### src/design/ira_pkg.sv
// Shared types, constants and helper functions for the integer to radix ASCII converter.
`timescale 1ns / 1ps
`default_nettype none

package ira_pkg;

   localparam int DEFAULT_VALUE_WIDTH = 32;
   localparam int RADIX_W             = 5;
   localparam int DIGIT_W             = 4;
   localparam int CHAR_W              = 8;
   localparam int STEP_BITS           = 8;
   localparam int QUEUE_DEPTH         = 2;
   localparam int CSR_ADDR_W          = 3;
   localparam int CSR_DATA_W          = 32;

   localparam logic [RADIX_W-1:0] RADIX_MIN   = 5'd2;
   localparam logic [RADIX_W-1:0] RADIX_MAX   = 5'd16;
   localparam logic [RADIX_W-1:0] RADIX_RESET = 5'd16;

   // Word index of the radix register within the configuration space.
   localparam logic CSR_RADIX_WORD = 1'b0;

   localparam logic [CHAR_W-1:0] CHAR_ZERO  = 8'h30;
   localparam logic [CHAR_W-1:0] CHAR_NINE  = 8'h39;
   localparam logic [CHAR_W-1:0] CHAR_A     = 8'h41;
   localparam logic [CHAR_W-1:0] CHAR_MINUS = 8'h2D;

   typedef struct packed {
      logic               neg;
      logic [RADIX_W-1:0] radix;
      logic               pow2;
      logic [2:0]         shift;
   } ira_class_type;

   typedef enum logic [1:0] {
      ST_IDLE,
      ST_DIVIDE,
      ST_EMIT
   } ira_state_type;

   function automatic logic [RADIX_W-1:0] effective_radix(input logic [RADIX_W-1:0] r);
      logic [RADIX_W-1:0] res;
      begin
         res = r;
         if (r < RADIX_MIN) begin
            res = RADIX_MIN;
         end else if (r > RADIX_MAX) begin
            res = RADIX_MAX;
         end
         return res;
      end
   endfunction

   function automatic logic [CHAR_W-1:0] digit_char(input logic [DIGIT_W-1:0] d);
      logic [CHAR_W-1:0] res;
      begin
         if (d <= 4'd9) begin
            res = CHAR_ZERO + CHAR_W'(d);
         end else begin
            res = CHAR_A + CHAR_W'(d) - 8'd10;
         end
         return res;
      end
   endfunction

endpackage

`default_nettype wire

### src/design/ira_front.sv
// Front end: accepts integers, forms sign and magnitude and classifies the radix.
`timescale 1ns / 1ps
`default_nettype none

module ira_front #(
   parameter int VALUE_WIDTH = ira_pkg::DEFAULT_VALUE_WIDTH
) (
   input  wire logic                              req_valid,
   input  wire logic signed [VALUE_WIDTH-1:0]     req_value,
   output logic                                   req_stall,
   input  wire logic [ira_pkg::RADIX_W-1:0]       radix,
   input  wire logic                              queue_full,
   output logic                                   push,
   output ira_pkg::ira_class_type                 push_class,
   output logic [VALUE_WIDTH-1:0]                 push_mag
);

   logic [ira_pkg::RADIX_W-1:0] radix_eff;
   logic [VALUE_WIDTH-1:0]      raw;

   assign req_stall = queue_full;
   assign push      = req_valid && !queue_full;
   assign raw       = req_value;
   assign radix_eff = ira_pkg::effective_radix(radix);

   always_comb begin
      push_class.neg   = raw[VALUE_WIDTH-1];
      push_class.radix = radix_eff;
      push_class.pow2  = 1'b1;
      push_class.shift = 3'd4;
      unique case (radix_eff)
         5'd2:    push_class.shift = 3'd1;
         5'd4:    push_class.shift = 3'd2;
         5'd8:    push_class.shift = 3'd3;
         5'd16:   push_class.shift = 3'd4;
         default: begin
            push_class.pow2  = 1'b0;
            push_class.shift = 3'd0;
         end
      endcase
   end

   // The most negative value negates to itself, which read unsigned is its magnitude.
   assign push_mag = raw[VALUE_WIDTH-1] ? (~raw + VALUE_WIDTH'(1)) : raw;

endmodule

`default_nettype wire

### src/design/ira_queue.sv
// Short first-in first-out queue between the front end and the conversion engine.
`timescale 1ns / 1ps
`default_nettype none

module ira_queue #(
   parameter int WIDTH = 8
) (
   input  wire logic             clock,
   input  wire logic             reset,
   input  wire logic             push,
   input  wire logic [WIDTH-1:0] push_data,
   output logic                  full,
   input  wire logic             pop,
   output logic [WIDTH-1:0]      pop_data,
   output logic                  empty
);

   localparam int DEPTH   = ira_pkg::QUEUE_DEPTH;
   localparam int PTR_W   = (DEPTH > 1) ? $clog2(DEPTH) : 1;
   localparam int COUNT_W = $clog2(DEPTH + 1);

   logic [WIDTH-1:0]   entry_ff [DEPTH];
   logic [PTR_W-1:0]   wr_ptr_ff, wr_ptr_in;
   logic [PTR_W-1:0]   rd_ptr_ff, rd_ptr_in;
   logic [COUNT_W-1:0] count_ff, count_in;
   logic               do_push, do_pop;

   assign full     = (count_ff == COUNT_W'(DEPTH));
   assign empty    = (count_ff == '0);
   assign do_push  = push && !full;
   assign do_pop   = pop && !empty;
   assign pop_data = entry_ff[rd_ptr_ff];

   always_comb begin
      wr_ptr_in = wr_ptr_ff;
      rd_ptr_in = rd_ptr_ff;
      count_in  = count_ff;
      if (do_push) begin
         wr_ptr_in = (wr_ptr_ff == PTR_W'(DEPTH - 1)) ? '0 : wr_ptr_ff + PTR_W'(1);
      end
      if (do_pop) begin
         rd_ptr_in = (rd_ptr_ff == PTR_W'(DEPTH - 1)) ? '0 : rd_ptr_ff + PTR_W'(1);
      end
      if (do_push && !do_pop) begin
         count_in = count_ff + COUNT_W'(1);
      end else if (do_pop && !do_push) begin
         count_in = count_ff - COUNT_W'(1);
      end
   end

   always_ff @(posedge clock) begin
      if (reset) begin
         wr_ptr_ff <= '0;
         rd_ptr_ff <= '0;
         count_ff  <= '0;
      end else begin
         wr_ptr_ff <= wr_ptr_in;
         rd_ptr_ff <= rd_ptr_in;
         count_ff  <= count_in;
      end
   end

   always_ff @(posedge clock) begin
      if (do_push) begin
         entry_ff[wr_ptr_ff] <= push_data;
      end
   end

endmodule

`default_nettype wire

### src/design/ira_back.sv
// Conversion engine: iterative digit division, digit stack and character output register.
`timescale 1ns / 1ps
`default_nettype none

module ira_back #(
   parameter int VALUE_WIDTH = ira_pkg::DEFAULT_VALUE_WIDTH
) (
   input  wire logic                             clock,
   input  wire logic                             reset,
   input  wire logic                             queue_empty,
   input  wire ira_pkg::ira_class_type           queue_class,
   input  wire logic [VALUE_WIDTH-1:0]           queue_mag,
   output logic                                  queue_pop,
   output logic                                  rsp_valid,
   input  wire logic                             rsp_stall,
   output logic [ira_pkg::CHAR_W-1:0]            rsp_char_code,
   output logic                                  rsp_is_last
);

   localparam int STEP       = ira_pkg::STEP_BITS;
   localparam int NUM_CHUNKS = (VALUE_WIDTH + STEP - 1) / STEP;
   localparam int PW         = NUM_CHUNKS * STEP;
   localparam int CHUNK_W    = (NUM_CHUNKS > 1) ? $clog2(NUM_CHUNKS) : 1;
   localparam int DW         = ira_pkg::DIGIT_W;
   localparam int RW         = ira_pkg::RADIX_W;
   localparam int STACK_W    = VALUE_WIDTH * DW;
   localparam int DEPTH_W    = $clog2(VALUE_WIDTH + 1);

   ira_pkg::ira_state_type state_ff, state_in;

   logic [PW-1:0]              work_ff, work_in;
   logic [RW-1:0]              rem_ff, rem_in;
   logic [CHUNK_W-1:0]         chunk_ff, chunk_in;
   logic [RW-1:0]              radix_ff, radix_in;
   logic                       pow2_ff, pow2_in;
   logic [2:0]                 shift_ff, shift_in;
   logic                       minus_ff, minus_in;
   logic [STACK_W-1:0]         stack_ff, stack_in;
   logic [DEPTH_W-1:0]         depth_ff, depth_in;
   logic                       rsp_valid_ff, rsp_valid_in;
   logic [ira_pkg::CHAR_W-1:0] rsp_char_ff, rsp_char_in;
   logic                       rsp_last_ff, rsp_last_in;

   logic [STEP-1:0]    step_qbits;
   logic [RW-1:0]      step_rem;
   logic [PW-1:0]      step_work;
   logic [PW+STEP-1:0] step_cat;
   logic [RW-1:0]      radix_m1;
   logic [PW-1:0]      quot;
   logic [DW-1:0]      digit;
   logic               digit_done;
   logic               out_free;
   logic               load, div_active, emit_fire;

   // Eight restoring steps of long division by the radix; the partial remainder
   // stays below the radix, so four bits of it carry over into the next step.
   always_comb begin
      logic [RW-1:0] r;
      r = rem_ff;
      for (int i = 0; i < STEP; i++) begin
         r = {r[DW-1:0], work_ff[PW-1-i]};
         if (r >= radix_ff) begin
            r = r - radix_ff;
            step_qbits[STEP-1-i] = 1'b1;
         end else begin
            step_qbits[STEP-1-i] = 1'b0;
         end
      end
      step_rem = r;
   end

   assign step_cat  = {work_ff, step_qbits};
   assign step_work = step_cat[PW-1:0];
   assign radix_m1  = radix_ff - RW'(1);

   // A power-of-two radix yields a whole digit by mask and shift, without the divider steps.
   assign quot       = pow2_ff ? (work_ff >> shift_ff) : step_work;
   assign digit      = pow2_ff ? (work_ff[DW-1:0] & radix_m1[DW-1:0]) : step_rem[DW-1:0];
   assign digit_done = pow2_ff || (chunk_ff == CHUNK_W'(NUM_CHUNKS - 1));
   assign out_free   = !rsp_valid_ff || !rsp_stall;

   // Next state
   always_comb begin
      state_in = state_ff;
      unique case (state_ff)
         ira_pkg::ST_IDLE: begin
            if (!queue_empty) begin
               state_in = ira_pkg::ST_DIVIDE;
            end
         end
         ira_pkg::ST_DIVIDE: begin
            if (digit_done && (quot == '0)) begin
               state_in = ira_pkg::ST_EMIT;
            end
         end
         ira_pkg::ST_EMIT: begin
            if (out_free && !minus_ff && (depth_ff == DEPTH_W'(1))) begin
               state_in = ira_pkg::ST_IDLE;
            end
         end
         default: state_in = ira_pkg::ST_IDLE;
      endcase
   end

   // State outputs
   always_comb begin
      load       = 1'b0;
      div_active = 1'b0;
      emit_fire  = 1'b0;
      unique case (state_ff)
         ira_pkg::ST_IDLE:   load       = !queue_empty;
         ira_pkg::ST_DIVIDE: div_active = 1'b1;
         ira_pkg::ST_EMIT:   emit_fire  = out_free;
         default: ;
      endcase
   end

   assign queue_pop = load;

   always_comb begin
      work_in      = work_ff;
      rem_in       = rem_ff;
      chunk_in     = chunk_ff;
      radix_in     = radix_ff;
      pow2_in      = pow2_ff;
      shift_in     = shift_ff;
      minus_in     = minus_ff;
      stack_in     = stack_ff;
      depth_in     = depth_ff;
      rsp_valid_in = rsp_valid_ff;
      rsp_char_in  = rsp_char_ff;
      rsp_last_in  = rsp_last_ff;

      if (load) begin
         work_in  = PW'(queue_mag);
         rem_in   = '0;
         chunk_in = '0;
         radix_in = queue_class.radix;
         pow2_in  = queue_class.pow2;
         shift_in = queue_class.shift;
         minus_in = queue_class.neg;
         depth_in = '0;
      end

      if (div_active) begin
         if (digit_done) begin
            stack_in = {stack_ff[STACK_W-DW-1:0], digit};
            depth_in = depth_ff + DEPTH_W'(1);
            work_in  = quot;
            rem_in   = '0;
            chunk_in = '0;
         end else begin
            work_in  = step_work;
            rem_in   = step_rem;
            chunk_in = chunk_ff + CHUNK_W'(1);
         end
      end

      if (out_free) begin
         rsp_valid_in = 1'b0;
      end

      // The sign goes out first, then the digits from the top of the stack.
      if (emit_fire) begin
         rsp_valid_in = 1'b1;
         if (minus_ff) begin
            rsp_char_in = ira_pkg::CHAR_MINUS;
            rsp_last_in = 1'b0;
            minus_in    = 1'b0;
         end else begin
            rsp_char_in = ira_pkg::digit_char(stack_ff[DW-1:0]);
            rsp_last_in = (depth_ff == DEPTH_W'(1));
            stack_in    = {{DW{1'b0}}, stack_ff[STACK_W-1:DW]};
            depth_in    = depth_ff - DEPTH_W'(1);
         end
      end
   end

   always_ff @(posedge clock) begin
      if (reset) begin
         state_ff     <= ira_pkg::ST_IDLE;
         minus_ff     <= 1'b0;
         depth_ff     <= '0;
         chunk_ff     <= '0;
         rsp_valid_ff <= 1'b0;
      end else begin
         state_ff     <= state_in;
         minus_ff     <= minus_in;
         depth_ff     <= depth_in;
         chunk_ff     <= chunk_in;
         rsp_valid_ff <= rsp_valid_in;
      end
   end

   always_ff @(posedge clock) begin
      work_ff     <= work_in;
      rem_ff      <= rem_in;
      radix_ff    <= radix_in;
      pow2_ff     <= pow2_in;
      shift_ff    <= shift_in;
      stack_ff    <= stack_in;
      rsp_char_ff <= rsp_char_in;
      rsp_last_ff <= rsp_last_in;
   end

   assign rsp_valid     = rsp_valid_ff;
   assign rsp_char_code = rsp_char_ff;
   assign rsp_is_last   = rsp_last_ff;

endmodule

`default_nettype wire

### src/design/integer_to_radix_ascii_core.sv
// Top level of the integer to radix ASCII converter with its configuration register.
`timescale 1ns / 1ps
`default_nettype none

// Converts each signed two's complement integer on the req_ channel into its text in the
// radix held by the radix register (byte address 0; values below 2 act as 2, above 16 as
// 16), most significant character first on the rsp_ channel, one character per beat. A
// negative value starts with '-', zero gives "0", digits ten to fifteen are 'A' to 'F',
// and rsp_is_last marks the final character. A front end classifies each value and
// places it in a two-entry queue, so input beats keep being taken while the engine
// works, until the queue is full. The engine loads an item from the queue and then
// forms one digit at a time, by mask and shift for radix 2, 4, 8 or 16 and otherwise
// with its divider (which handles eight dividend bits a cycle); it then sends the
// characters out one at a time, holding while rsp_stall is set, and takes the next
// item only after the last character of the current one has been issued.
// The radix must be written only while the block is idle.
module integer_to_radix_ascii_core #(
   parameter int VALUE_WIDTH = ira_pkg::DEFAULT_VALUE_WIDTH
) (
   input  wire logic                                clock,
   input  wire logic                                reset,

   input  wire logic                                req_valid,
   output logic                                     req_stall,
   input  wire logic signed [VALUE_WIDTH-1:0]       req_value,

   output logic                                     rsp_valid,
   input  wire logic                                rsp_stall,
   output logic [ira_pkg::CHAR_W-1:0]               rsp_char_code,
   output logic                                     rsp_is_last,

   input  wire logic                                psel,
   input  wire logic                                penable,
   input  wire logic                                pwrite,
   input  wire logic [ira_pkg::CSR_ADDR_W-1:0]      paddr,
   input  wire logic [ira_pkg::CSR_DATA_W-1:0]      pwdata,
   output logic [ira_pkg::CSR_DATA_W-1:0]           prdata,
   output logic                                     pready
);

   localparam int CLASS_W = $bits(ira_pkg::ira_class_type);
   localparam int ENTRY_W = CLASS_W + VALUE_WIDTH;

   logic [ira_pkg::RADIX_W-1:0] radix_ff, radix_in;
   logic                        csr_write;
   logic                        radix_sel;

   logic                   push, queue_full, queue_empty, queue_pop;
   ira_pkg::ira_class_type push_class, pop_class;
   logic [VALUE_WIDTH-1:0] push_mag, pop_mag;
   logic [ENTRY_W-1:0]     push_data, pop_data;

   assign pready    = 1'b1;
   assign radix_sel = (paddr[ira_pkg::CSR_ADDR_W-1] == ira_pkg::CSR_RADIX_WORD);
   assign csr_write = psel && penable && pwrite && pready && radix_sel;
   assign radix_in  = csr_write ? pwdata[ira_pkg::RADIX_W-1:0] : radix_ff;
   assign prdata    = radix_sel ? ira_pkg::CSR_DATA_W'(radix_ff) : '0;

   always_ff @(posedge clock) begin
      if (reset) begin
         radix_ff <= ira_pkg::RADIX_RESET;
      end else begin
         radix_ff <= radix_in;
      end
   end

   ira_front #(
      .VALUE_WIDTH (VALUE_WIDTH)
   ) u_front (
      .req_valid  (req_valid),
      .req_value  (req_value),
      .req_stall  (req_stall),
      .radix      (radix_ff),
      .queue_full (queue_full),
      .push       (push),
      .push_class (push_class),
      .push_mag   (push_mag)
   );

   assign push_data = {push_class, push_mag};
   assign pop_class = pop_data[ENTRY_W-1:VALUE_WIDTH];
   assign pop_mag   = pop_data[VALUE_WIDTH-1:0];

   ira_queue #(
      .WIDTH (ENTRY_W)
   ) u_queue (
      .clock     (clock),
      .reset     (reset),
      .push      (push),
      .push_data (push_data),
      .full      (queue_full),
      .pop       (queue_pop),
      .pop_data  (pop_data),
      .empty     (queue_empty)
   );

   ira_back #(
      .VALUE_WIDTH (VALUE_WIDTH)
   ) u_back (
      .clock         (clock),
      .reset         (reset),
      .queue_empty   (queue_empty),
      .queue_class   (pop_class),
      .queue_mag     (pop_mag),
      .queue_pop     (queue_pop),
      .rsp_valid     (rsp_valid),
      .rsp_stall     (rsp_stall),
      .rsp_char_code (rsp_char_code),
      .rsp_is_last   (rsp_is_last)
   );

endmodule

`default_nettype wire
### config.mk
export PLATFORM = sky130hd
export DESIGN_NAME = integer_to_radix_ascii_core
export DESIGN_NICKNAME = d
export VERILOG_FILES = /design/src/design/ira_pkg.sv /design/src/design/ira_front.sv /design/src/design/ira_queue.sv /design/src/design/ira_back.sv /design/src/design/integer_to_radix_ascii_core.sv
export SDC_FILE = /design/constraint.sdc
export NUM_CORES = 1
export LEC_CHECK = 0
export BUFFER_PORTS_ARGS = -buffer_cell sky130_fd_sc_hd__clkbuf_2
export CAP_MARGIN = 10
export CORE_MARGIN = 8
export CORE_UTILIZATION = 65
export CTS_BUF_LIST = sky130_fd_sc_hd__clkbuf_4 sky130_fd_sc_hd__clkbuf_8
export CTS_CLUSTER_SIZE = 28
export DETAILED_ROUTE_END_ITERATION = 10
export HOLD_SLACK_MARGIN = 0.08
export MAX_ROUTING_LAYER = met4
export PLACE_DENSITY = 0.88
export SLEW_MARGIN = 0
export SYNTH_ARGS = -nofsm -noshare
export SYNTH_HDL_FRONTEND = slang
export SYNTH_SLANG_ARGS = --single-unit
### constraint.sdc
create_clock -name clock -period 23.4 [get_ports clock]
set_clock_uncertainty 0.2 [all_clocks]
set_input_delay 4.68 -clock clock [delete_from_list [all_inputs] [get_ports clock]]
set_output_delay 4.68 -clock clock [all_outputs]
set_load 0.02 [all_outputs]
==> results.sh, run 1 <==
export IMPL_post_synth_top_count_cell="nand2_1"
export IMPL_crit_slowest_cell="edfxtp_1"
export IMPL_crit_path_max_incr_delay_ns=0.69
export IMPL_dieArea_um2=28700
export IMPL_regToRegSetupSlack_ns=9.18
export IMPL_period_minus_slack_ns=14.22
export IMPL_wl_met3_um=2080
export IMPL_htreeDepth=2
export IMPL_synth_async_sr_flop_share_pct=0
export IMPL_status="completed"
export IMPL_routed_wl_met2_um=16500
export IMPL_ant_nets=0
export IMPL_drv_slew=0
export IMPL_grt_use_total_pct=24.4
export IMPL_grt_ovfl_total=0
export IMPL_synth_area_leaders="edfxtp_1 27%, dfxtp_1 20%, nand2_1 7.2%"
export IMPL_worst_path_max_fanout=11
export IMPL_gp_congestion=0.950
export IMPL_vias=12028
export IMPL_grt_pass1_vias=11740
export IMPL_post_cts_buffers=0
export IMPL_grt_pass1_wl_um=56600
export IMPL_area_delta_synth_final_pct=9.13
export IMPL_stdcell_area_um2=16700
export IMPL_worst_pin_slew_ns=1.09
export IMPL_wl_per_cell_um=17.2
export IMPL_synth_area_per_cell_um2=9.45
export IMPL_synth_cell_type_count=66
export IMPL_nets=1765
export IMPL_synth_top_area_cell="edfxtp_1"
export IMPL_start_util_pct=65.6
export IMPL_required_ns=23.64
export IMPL_seq_area_frac_synth_pct=46.5
export IMPL_syn_inst=1621
export IMPL_core_area_um2=23300
export IMPL_fin_util_pct=71.6
export IMPL_yosys_warnings=0
export IMPL_final_setup_viol_count=0
export IMPL_clockRootBuffer="clkbuf_8"
export IMPL_drtPass1Iterations=5
export IMPL_worstSetupEndpointType="flip-flop"
export IMPL_fin_crit_sh_pct=60.8
export IMPL_top_layer="met4"
export IMPL_synth_edf_count=137
export IMPL_drt_iter0_drc=1089
export IMPL_synthTopCellsByCount="295 x nand2_1, 175 x nor2_1, 150 x dfxtp_1"
export IMPL_synth_area_um2=15300
export IMPL_cp_common_cell="ha_1"
export IMPL_slew_headroom_pct=26.9
export IMPL_clkLatencyLatePin_ns=0.57
export IMPL_num_rows=56
export IMPL_cts_resized=0
export IMPL_cts_sinks=287
export IMPL_wl_met1_um=14800
export IMPL_chipWidth_um=170
export IMPL_die_h_um=170
export IMPL_grt_max_degree=111
export IMPL_drt_vias_per_instance=6.05
export IMPL_numPortBuffers=59
export IMPL_drive_gt1_share_pct=13.9
export IMPL_max_cap_violations=0
export IMPL_hold_class="flip-flop to flip-flop"
export IMPL_grt_antenna_before_repair=0
export IMPL_synth_top_cell_area_share_pct=26.9
export IMPL_clock_fmax_mhz=70.3
export IMPL_numCtsBuffers=46
export IMPL_timing_final_ws_setup_ns=9.18
export IMPL_clk_path_buf_depth=3
export IMPL_clkTransAtPathRegs_ns=0.06
export IMPL_fillers=1661
export IMPL_worstPathArrival_ns=14.46
export IMPL_ys_seq_elements=287
export IMPL_rsz0062_at_grt="false"
export IMPL_drc=0
export IMPL_report_final_hold_viol_count=0
export IMPL_start_kind="flip-flop"
export IMPL_synthFlopType="dfxtp_1"
export IMPL_fin_tns_setup_ns=0
export IMPL_place_ws_ns=9.28
export IMPL_dp_hpwl_um=22400
export IMPL_ioPinCount=118
export IMPL_antenna_cells=0
export IMPL_ctsHoldBuffers=0
export IMPL_placed_area_um2=15600
export IMPL_drt_total_wl_um=34300
export IMPL_path_class="flip-flop to flip-flop"
export IMPL_tritoncts="built"
[metal layers]
| layer | GRT usage, % | vias up |
|---|---|---|
| met3 | 3.58 | 73 |
| met5 | - | - |
| li1 | - | 5767 |
| met2 | 39.5 | 462 |
| met1 | 30.9 | 5726 |
| met4 | 8.96 | 0 |
[state kept, by name, indices dropped and copies added (netlist names), 2 cells and up, named ones only]
register	cells
u_back.radix_ff	5
u_back.rsp_char_code	7
radix_ff	5
u_back.stack_ff	128
u_back.rem_ff	4
u_back.shift_ff	3
u_back.state_ff	2
u_back.chunk_ff	2
u_queue.entry_ff	84
u_queue.count_ff	2
u_back.depth_ff	6
u_back.work_ff	32
[logic make-up (layout without fill, tap and decap cells)]
logic type                 Yosys count  count (layout)  share of synthesized area (%)
muxes                              106             106                           9.18
and+or+nand+nor                    591             591                           16.5
xor gates and xnor gates            52              52                           2.97
other                                2              29                         0.0490
DFF                                287             287                           46.5
AOI/OAI and AO/OA                  340             340                           14.5
buffers and inverters              185             206                           5.25
adders and majority gates           58              58                           5.11
[cell usage in the layout, fill, tap and decap left out, types with 10 or more instances in the layout]
cell type / count
nand2_1: 295
nor2_1: 173
dfxtp_1: 149
edfxtp_1: 137
a31oi_1: 128
a21oi_1: 62
clkbuf_2: 59
clkbuf_8: 57
inv_1: 49
ha_1: 49
mux2i_1: 46
xnor2_1: 45
o21ai_0: 39
mux2_2: 36
nor2b_1: 35
conb_1: 29
mux4_2: 24
a211oi_1: 23
clkbuf_4: 15
buf_4: 15
o31ai_1: 14
nor3_1: 14
nand3_1: 12
a21o_1: 11
nand2b_1: 10
or3_1: 10
[worst paths after layout]
kind,startpoint,to,cells after the start
setup / recovery,u_back.radix_ff[1],u_back.state_ff[0],45
hold / removal,u_back.stack_ff[122],u_back.stack_ff[126],2
hold reg to reg,u_back.stack_ff[122],u_back.stack_ff[126],2
setup reg to reg,u_back.radix_ff[1],u_back.state_ff[0],45
[area by class of cell]
class	count	area (um2)	share of cell area [%]
inverter	49	184	1.10
clock buffer	72	897	5.37
tap	319	399	2.39
timing repair buffer	74	408	2.44
multi-input combinational	1176	7540	45.1
clock inverter	11	170	1.02
sequential	287	7120	42.6
[metrics by stage]
step / hold slack (ns) / std cells
floorplan: 0.236 / 1648
global placement: 0.243 / 1905
detailed placement: 0.264 / 1905
CTS: 0.273 / 1988
global route: 0.290 / 1988
finish: 0.270 / 1988
[worst max-delay path: cells and delay by family (launching register included)]
kind	cells	cell delay, ns
buffers and inverters	2	0.53
DFF	1	0.69
adders and majority gates	8	2.63
and+or+nand+nor	8	1.81
AOI/OAI and AO/OA	21	5.83
muxes	6	2.37
Power of run 1 is left out: the tool's default activity adds up to more than one toggle a clock period on the data nets, which glitch-free logic cannot reach.
==> run 2: changes to the inputs <==
--- a/config.mk
+++ b/config.mk
@@ -5,16 +5,17 @@
 export SDC_FILE = /design/constraint.sdc
 export NUM_CORES = 1
 export LEC_CHECK = 0
+export ABC_AREA = 1
 export BUFFER_PORTS_ARGS = -buffer_cell sky130_fd_sc_hd__clkbuf_2
 export CAP_MARGIN = 10
 export CORE_MARGIN = 8
-export CORE_UTILIZATION = 65
+export CORE_UTILIZATION = 57
 export CTS_BUF_LIST = sky130_fd_sc_hd__clkbuf_4 sky130_fd_sc_hd__clkbuf_8
 export CTS_CLUSTER_SIZE = 28
 export DETAILED_ROUTE_END_ITERATION = 10
 export HOLD_SLACK_MARGIN = 0.08
 export MAX_ROUTING_LAYER = met4
-export PLACE_DENSITY = 0.88
+export PLACE_DENSITY = 0.82
 export SLEW_MARGIN = 0
 export SYNTH_ARGS = -nofsm -noshare
 export SYNTH_HDL_FRONTEND = slang
==> constraint.sdc (replaced) <==
create_clock -name clock -period 12.75 [get_ports clock]
set_clock_uncertainty 0.2 [all_clocks]
set_input_delay 2.55 -clock clock [delete_from_list [all_inputs] [get_ports clock]]
set_output_delay 2.55 -clock clock [all_outputs]
set_load 0.02 [all_outputs]
==> run 2 against run 1 <==
  * Die area grew 16%
  * Flip-flop and latch count is the same
  * Cell count grew 23%
  * First-iteration DRC count grew 13%
  * Worst setup slack lost 7.4 ns
  * Wire length grew 8.6%
  * Non-clock buffer count shrank 2
  * Largest cell class unchanged
==> results.sh, run 2 <==
export IMPL_synth_top_area_cell="edfxtp_1"
export IMPL_slew_headroom_pct=22.8
export IMPL_clockRootBuffer="clkbuf_8"
export IMPL_cp_num_buf_inv=6
export IMPL_drt_vias_per_instance=5.59
export IMPL_tritoncts="built"
export IMPL_crit_path_max_incr_delay_ns=0.69
export IMPL_numCtsBuffers=45
export IMPL_drtPass1Iterations=6
export IMPL_crit_slowest_cell="edfxtp_1"
export IMPL_period_minus_slack_ns=10.98
export IMPL_start_kind="flip-flop"
export IMPL_hold_class="flip-flop to flip-flop"
export IMPL_grt_ovfl_total=0
export IMPL_final_setup_viol_count=0
export IMPL_drt_iter0_drc=1234
export IMPL_dp_hpwl_um=25200
export IMPL_fin_crit_sh_pct=86.1
export IMPL_timing_final_ws_setup_ns=1.77
export IMPL_fillers=2356
export IMPL_worstPathArrival_ns=11.17
export IMPL_grt_use_total_pct=22.8
export IMPL_final_common_cell="nand2_1"
export IMPL_min_to="u_back.stack_ff[126]"
export IMPL_synthFlopType="dfxtp_1"
export IMPL_grt_pass1_wl_um=62500
export IMPL_chipWidth_um=182
export IMPL_clkTransAtPathRegs_ns=0.06
export IMPL_fin_tns_setup_ns=0
export IMPL_worstSetupEndpointType="flip-flop"
export IMPL_yosys_warnings=0
export IMPL_core_area_um2=27500
export IMPL_seq_area_frac_synth_pct=45.2
export IMPL_drt_total_wl_um=37200
export IMPL_synthTopCellsByCount="488 x nand2_1, 283 x o21ai_0, 269 x nor2_1"
export IMPL_clock_fmax_mhz=91.1
export IMPL_num_rows=61
export IMPL_grt_antenna_before_repair=0
export IMPL_crit_family="simple AND/OR/NAND/NOR gates"
export IMPL_report_final_hold_viol_count=0
export IMPL_synth_area_leaders="edfxtp_1 26%, dfxtp_1 19%, nand2_1 12%"
export IMPL_dieArea_um2=33200
export IMPL_htreeDepth=2
export IMPL_regToRegStartpoint="u_back.radix_ff[1]"
export IMPL_die_h_um=182
export IMPL_place_ws_ns=1.77
export IMPL_grt_max_degree=134
export IMPL_top_regs="u_back.stack_ff: 128 flops, u_queue.entry_ff: 84 flops, u_back.work_ff: 32 flops"
export IMPL_cp_common_cell="nand2_1"
export IMPL_vias=13662
export IMPL_ant_nets=0
export IMPL_largest_register_ffs=128
export IMPL_ys_seq_elements=287
export IMPL_wl_per_cell_um=15.2
export IMPL_drive_gt1_share_pct=9.29
export IMPL_numPortBuffers=59
export IMPL_max_cap_violations=0
export IMPL_worst_pin_slew_ns=1.16
export IMPL_post_synth_top_count_cell="nand2_1"
export IMPL_path_class="flip-flop to flip-flop"
export IMPL_synth_async_sr_flop_share_pct=0
export IMPL_drc=0
export IMPL_synth_area_per_cell_um2=7.69
export IMPL_drv_slew=0
export IMPL_r2r_worst_path_cells=61
export IMPL_cts_sinks=287
export IMPL_synth_area_um2=15800
export IMPL_r2r_end="u_back.work_ff[0]"
export IMPL_post_cts_buffers=0
export IMPL_layout_common_cells="488 x nand2_1, 283 x o21ai_0, 266 x nor2_1"
export IMPL_area_delta_synth_final_pct=8.23
export IMPL_clk_path_buf_depth=3
export IMPL_synth_edf_count=137
export IMPL_nets=2194
export IMPL_rsz0062_at_grt="false"
export IMPL_syn_inst=2048
export IMPL_holdCritStartpoint="u_back.stack_ff[126]"
export IMPL_required_ns=12.95
export IMPL_ioPinCount=118
export IMPL_hold_path_depth=2
export IMPL_ctsHoldBuffers=0
export IMPL_largest_register="u_back.stack_ff"
export IMPL_clkLatencyLatePin_ns=0.57
export IMPL_synth_cell_type_count=46
export IMPL_cts_resized=0
export IMPL_grt_pass1_vias=13282
export IMPL_worst_path_max_fanout=12
export IMPL_start_util_pct=57.3
export IMPL_regToRegSetupSlack_ns=1.77
export IMPL_gp_congestion=0.915
export IMPL_status="completed"
export IMPL_antenna_cells=0
export IMPL_synth_top_cell_area_share_pct=26.1
==> run 2: cell families (layout without fill, tap and decap cells) <==
| family | Yosys count | count (layout) | share of synthesized area (%) |
|---|---|---|---|
| and+or+nand+nor | 965 | 965 | 25.2 |
| AOI/OAI and AO/OA | 412 | 412 | 14.0 |
| DFF | 287 | 287 | 45.2 |
| buffers and inverters | 275 | 300 | 7.84 |
| adders and majority gates | 57 | 57 | 4.91 |
| xor gates and xnor gates | 48 | 48 | 2.67 |
| other | 2 | 29 | 0.0477 |
| muxes | 2 | 2 | 0.135 |
==> run 2: per-stage QoR <==
| step | util (%) | instances | instance area, um2 | hold WS, ns |
|---|---|---|---|---|
| finish | 62.1 | 2446 | 17100 | 0.258 |
| global placement | 58.3 | 2362 | 16000 | 0.236 |
| detailed placement | 58.3 | 2362 | 16000 | 0.248 |
| CTS | 62.1 | 2446 | 17100 | 0.258 |
| global route | 62.1 | 2446 | 17100 | 0.273 |
| floorplan | - | 2075 | 15900 | 0.223 |
==> run 2: routing by layer <==
metal	GRT usage, %	routed length [um]	vias up
met5	-	0	-
met4	7.45	959	0
met3	3.06	2150	74
met2	37.8	17800	427
met1	28.7	16300	6341
li1	-	-	6820
==> run 2: final cells by class <==
class | instances | area (um2) | area share (%)
Multi-Input combinational cell | 1513 | 7530 | 44.1
Clock inverter | 12 | 148 | 0.866
Timing Repair Buffer | 72 | 393 | 2.30
Clock buffer | 72 | 891 | 5.22
Inverter | 144 | 544 | 3.19
Sequential cell | 287 | 7120 | 41.7
Tap cell | 346 | 433 | 2.54
==> run 2: how the worst max path moves through the flow <==
stage	cells after the start	start	end	slack, ns
global placement	65	u_back.radix_ff[1]	u_back.stack_ff[2]	2.08
finish	61	u_back.radix_ff[1]	u_back.work_ff[0]	1.77
CTS	62	u_back.radix_ff[1]	u_back.stack_ff[2]	1.76
detailed placement	63	u_back.radix_ff[1]	u_back.stack_ff[2]	1.77
floorplan	64	u_back.radix_ff[1]	u_back.rem_ff[2]	3.49
global route	68	u_back.radix_ff[1]	u_back.stack_ff[1]	0.67
==> run 2: worst register-to-register path: cells and delay by family, from the launching register on <==
family                     cells  cell delay, ns
and+or+nand+nor               36            4.29
AOI/OAI and AO/OA             10            1.87
muxes                          1            0.37
DFF                            1            0.69
adders and majority gates      8            2.55
buffers and inverters          6            0.83
Power of run 2 is left out for the same reason.
